$ cat src/bbn_cross.sv
`default_nettype none
// ---------------------------------------------------------------------------
// bbn_cross
// Two-stage exact integer cross product a x b with a sideband carried along.
// ---------------------------------------------------------------------------
module bbn_cross #(
    parameter int AW = 16,
    parameter int BW = 16,
    parameter int TW = 1
) (
    input  logic                    clk,
    input  logic                    rst_n,
    input  logic                    en,
    input  logic                    in_valid,
    input  logic [2:0][AW-1:0]      a,
    input  logic [2:0][BW-1:0]      b,
    input  logic [TW-1:0]           tag_in,
    output logic                    out_valid,
    output logic [2:0][AW+BW:0]     c,
    output logic [TW-1:0]           tag_out
);

    localparam int PW = AW + BW;

    logic [5:0][PW-1:0] prod_reg, prod_next;
    logic [2:0][PW:0]   c_reg, c_next;
    logic [TW-1:0]      p1_tag_reg, p2_tag_reg;
    logic               p1_valid_reg, p2_valid_reg;

    // six partial products
    always_comb
    begin
        prod_next[0] = $signed(a[1]) * $signed(b[2]);
        prod_next[1] = $signed(a[2]) * $signed(b[1]);
        prod_next[2] = $signed(a[2]) * $signed(b[0]);
        prod_next[3] = $signed(a[0]) * $signed(b[2]);
        prod_next[4] = $signed(a[0]) * $signed(b[1]);
        prod_next[5] = $signed(a[1]) * $signed(b[0]);
    end

    // pairwise differences
    always_comb
    begin
        c_next[0] = $signed(prod_reg[0]) - $signed(prod_reg[1]);
        c_next[1] = $signed(prod_reg[2]) - $signed(prod_reg[3]);
        c_next[2] = $signed(prod_reg[4]) - $signed(prod_reg[5]);
    end

    // valid bits
    always_ff @(posedge clk or negedge rst_n)
    begin
        if (!rst_n)
        begin
            p1_valid_reg <= 1'b0;
            p2_valid_reg <= 1'b0;
        end
        else if (en)
        begin
            p1_valid_reg <= in_valid;
            p2_valid_reg <= p1_valid_reg;
        end
    end

    // payload
    always_ff @(posedge clk)
    begin
        if (en)
        begin
            prod_reg   <= prod_next;
            p1_tag_reg <= tag_in;
            c_reg      <= c_next;
            p2_tag_reg <= p1_tag_reg;
        end
    end

    assign out_valid = p2_valid_reg;
    assign c         = c_reg;
    assign tag_out   = p2_tag_reg;

endmodule
`default_nettype wire

$ cat config.mk
export PLATFORM = sky130hd
export DESIGN_NAME = bbn_cross
export DESIGN_NICKNAME = d
export VERILOG_FILES = /design/src/bbn_cross.sv
export SDC_FILE = /design/constraint.sdc
export NUM_CORES = 2
export LEC_CHECK = 0
export BUFFER_PORTS_ARGS = -buffer_cell sky130_fd_sc_hd__buf_2
export CAP_MARGIN = 20
export CORE_MARGIN = 4
export CORE_UTILIZATION = 50
export CTS_CLUSTER_DIAMETER = 30
export DETAILED_ROUTE_END_ITERATION = 6
export GPL_ROUTABILITY_DRIVEN = 0
export HOLD_SLACK_MARGIN = 0.15
export PLACE_DENSITY = 0.75
export REMOVE_ABC_BUFFERS = 1
export SETUP_SLACK_MARGIN = 0.2
export SLEW_MARGIN = 40
export SYNTH_ARGS = -nofsm -noshare
export SYNTH_HDL_FRONTEND = slang
export SYNTH_SLANG_ARGS = --single-unit
$ cat constraint.sdc
create_clock -name clk -period 9 [get_ports clk]
set_input_delay 1.35 -clock clk [delete_from_list [all_inputs] [get_ports clk]]
set_output_delay 1.35 -clock clk [all_outputs]
set_load 0.01 [all_outputs]
==> Word level (Yosys, flattened, before mapping) <==
Cells that the tools add are included.
{ "word_totals": {"reg_bits": 295, "out_inout_bits": 101, "inputBits": 101} }
{ "classes": {"mul": 6, "addsub": 3} }
{ "ops": {"columns": ["op", "count"], "rows": [
  ["16-bit by 16-bit multiplier with 32-bit output", 6],
  ["32-bit by 32-bit subtractor with 33-bit output", 3]
]} }

==> Longest topological paths before layout <==
{ "depth": {"depth_word": 1, "mapped_depth": 25} }

==> Worst setup path before layout <==
No wires, ideal clock.
{ "synth_path": {"path_kind": "in2reg", "startpoint": "in a[47] (netlist bit)", "endpoint": "reg prod_reg[63] (netlist bit) (data pin)", "t_arrival_ns": 7.041, "path_stages": 21, "setup_time_ns": 0.258, "path_slack_ns": 1.702, "path_buffers": 1, "cell_sequence": "clkbuf_1 nand2_1 inv_1 fa_1 inv_1 fa_1 fa_1 fa_1 fa_1 fa_1 inv_1 ha_1 a21o_1 a21o_1 a21o_1 a221oi_1 a21bo_2 a21oi_1 o2111ai_1 o31a_1 xnor2_1"} }
{ "synth_lines": {"columns": ["item", "line", "text"], "rows": [
  ["start: declaration", "15", "input logic [2:0][AW-1:0] a,"],
  ["end signal: assignment", "69", "prod_reg <= prod_next;"],
  ["end: declaration", "25", "logic [5:0][PW-1:0] prod_reg, prod_next;"]
]} }

==> impl_metrics.yaml <==
run_status:
  status: "finished, violations left"
  violations: "design-rule violations"
global_routing:
  grt_overflow: 0
  antenna_found_initial: 30
  first_global_vias: 57900
  grt_use_total_pct: 26.3
  grt_max_degree: 97
  grt_pass1_wl_mm: 310
drt:
  wirelength_mm: 192
  drtPass1Iterations: 7
  drt_iter0_drc: 4059
  ant_nets: 0
  drc: 1
  wl_per_cell_um: 20.1
  vias: 52400
  via_per_inst: 5.47
synthesis:
  synth.area.top_cells: "fa_1 (44%), edfxtp_1 (12%), ha_1 (10%)"
  synth.distinct_cells: 75
  yosysMostFrequentCell: "inv_1"
  synth_top_family_by_area: "adder cells"
  avgSynthCellArea_um2: 9.64
  netlist_instances: 7516
  synth_fa_ha_area_share_pct: 53.7
  synth-edff-count: 293
  async_reset_ff_share_pct: 0.678
  synthMuxAreaShare_pct: 0.0466
  synth_top_area_share_pct: 43.5
  yosys.area_share.simple_pct: 13.8
  yosysWarnings: 0
  synth_area_um2: 72400
  synth-xor-area-share_pct: 3.41
  yosys-top-cells-count: "inv_1 (1839), fa_1 (1575), nand2_1 (807)"
  synth_ff_type: "edfxtp_1"
  synth-compound-area-share_pct: 5.82
  synth-seq-area-share_pct: 12.2
  synth-seq-cells: 295
  yosys.area.top_type: "fa_1"
cts:
  clock_sinks: 295
  clkSlewWorstSetupHoldPaths_ns: 0.05
  cts_setup_buffers: 0
  cts_made_buffers: 80
  cts.htree.levels: 3
  ctsHoldBuffers: 0
  cts.repair.resized: 0
  tritoncts: "done"
  clk_latency_ns: 0.68
  cts.path.max_buffers: 3
  cts_root_buf: "clkbuf_16"
timing:
  maxSlewViolCount: 0
  hold_viol: 0
  timing.final.crit_period_ns: 7.61
  relSlewSlack_pct: 38.6
  setup_tns_ns: 0
  fin_crit_sh_pct: 84.6
  setup-violations-final: 0
  max_freq_ghz: 0.131
  fin_worst_skew_ns: 0.0346
  rsz0062_at_grt: "no"
  worst_pin_slew_ns: 0.921
worst_hold_path:
  hp-class: "flip-flop to flip-flop"
  hold_depth: 0
floorplan:
  num_io_pins: 202
  fp.dieW_um: 389
  initial_core_util_pct: 50.4
  core_region_area_um2: 144000
  die_h_um: 389
  dieArea_um2: 151000
  rows: 139
critical_path:
  crit_buf_inv: 7
  endpoint_kind: "flip-flop"
  crit_cells: 24
  crit_type: "input port to flip-flop"
  cp.required_ns: 9.44
  start_kind: "input port"
  reg2reg_depth: 11
  arrival_ns: 8.05
  slowest_delay_ns: 0.55
  crit_fanout: 17
  worstPathCellList: "buf_2, buf_4, nand2_1, fa_1, inv_1, fa_1, inv_1, fa_1, inv_1, fa_1, fa_1, inv_1, fa_1, inv_1, ha_1, and3_1, nand2b_1, nor2_1, o211ai_1, a31oi_1, a31oi_1, o21ai_0, o31ai_1, o311ai_0"
  cp_top_family: "adder cells"
  crit_top_cell: "fa_1"
  cp_slowest_cell: "fa_1"
placement:
  portBuffers: 201
  hpwlAfterDp_mm: 154
cells_and_area:
  area_growth_pct: 8.29
  n_fill_cell: 12300
  multiInputGateArea_um2: 55600
  drive_above_1_share_pct: 5.95
  seqCellArea_um2: 8850
  largest_reg_flops: 192
  nets: 9858
flow_run:
  max_cap_violations: 0
-- through the flow --
| stage | instances | setup slack, ns | utilization (%) | cell area, um2 | hold WS [ns] |
|---|---|---|---|---|---|
| after floorplan | 7225 | 1.75 | - | 71300 | 0.400 |
| final | 9580 | 1.39 | 54.5 | 78400 | 0.420 |
| after global routing | 9568 | 1.15 | 54.5 | 78400 | 0.423 |
| after CTS | 9561 | 1.49 | 54.4 | 78300 | 0.407 |
| after global placement | 9409 | 0.902 | 52.4 | 75400 | 0.406 |
| after detailed placement | 9413 | 0.810 | 52.5 | 75500 | 0.420 |
-- area by class of cell --
class,instances,share of cell area (%)
timing repair buffer,287,2.36
clock buffer,88,2.62
inverter,1840,8.81
sequential,295,11.3
antenna,17,0.0542
multi-input combinational,5090,70.9
tap,1903,3.04
clock inverter,60,0.975
-- routing by layer --
metal	vias to the layer above	GRT usage (%)	routed length (um)
li1	22700	-	-
met1	26700	32.3	70700
met2	2358	43.1	91800
met3	568	5.99	17700
met4	6	14.8	12200
met5	-	0	38
-- path summary, 6_finish.rpt --
check                                   start           end  slack (ns)
worst min-delay path               p1_tag_reg       tag_out        0.42
worst max register to register  prod_reg[129]         c[97]        5.16
worst min register to register     p1_tag_reg       tag_out        0.42
min in group asynchronous               rst_n  p1_valid_reg        0.45
max in group asynchronous               rst_n     out_valid        8.45
worst max-delay path                     b[7]  prod_reg[94]        1.39
-- cell families after synthesis --
group	count (synthesis)
compound gates	633
buf+inv	2131
mux	3
xor+xnor	282
simple gates	2009
fa+ha+maj	2163
flops	295
-- layout by cell type (no fill, tap or decap), types with 11 or more instances in the layout --
cell type / synthesis / routed
or2_2: 11 / 11
a211oi_1: 18 / 18
xnor2_1: 215 / 215
and3_1: 32 / 32
nand2_1: 807 / 807
clkinv_1: 1 / 13
fa_1: 1575 / 1575
edfxtp_1: 293 / 293
nand3_1: 39 / 39
diode_2: 0 / 17
bufinv_16: 0 / 13
o21bai_1: 28 / 28
o21ai_1: 12 / 12
inv_1: 1839 / 1838
clkinv_2: 0 / 11
nor3_1: 39 / 39
nor2b_1: 29 / 29
ha_1: 588 / 588
o31a_1: 11 / 11
o21ai_0: 109 / 109
and2_1: 749 / 749
a31oi_1: 20 / 20
a21o_1: 94 / 94
buf_4: 0 / 84
a21oi_1: 174 / 174
xor2_1: 67 / 67
nand2b_1: 55 / 55
nand4_1: 18 / 18
clkbuf_16: 0 / 81
o21a_1: 46 / 46
nor2_1: 204 / 204
buf_2: 0 / 192
Power is left out: the tool's default activity adds up to more than one toggle a clock period on the data nets, which glitch-free logic cannot reach.
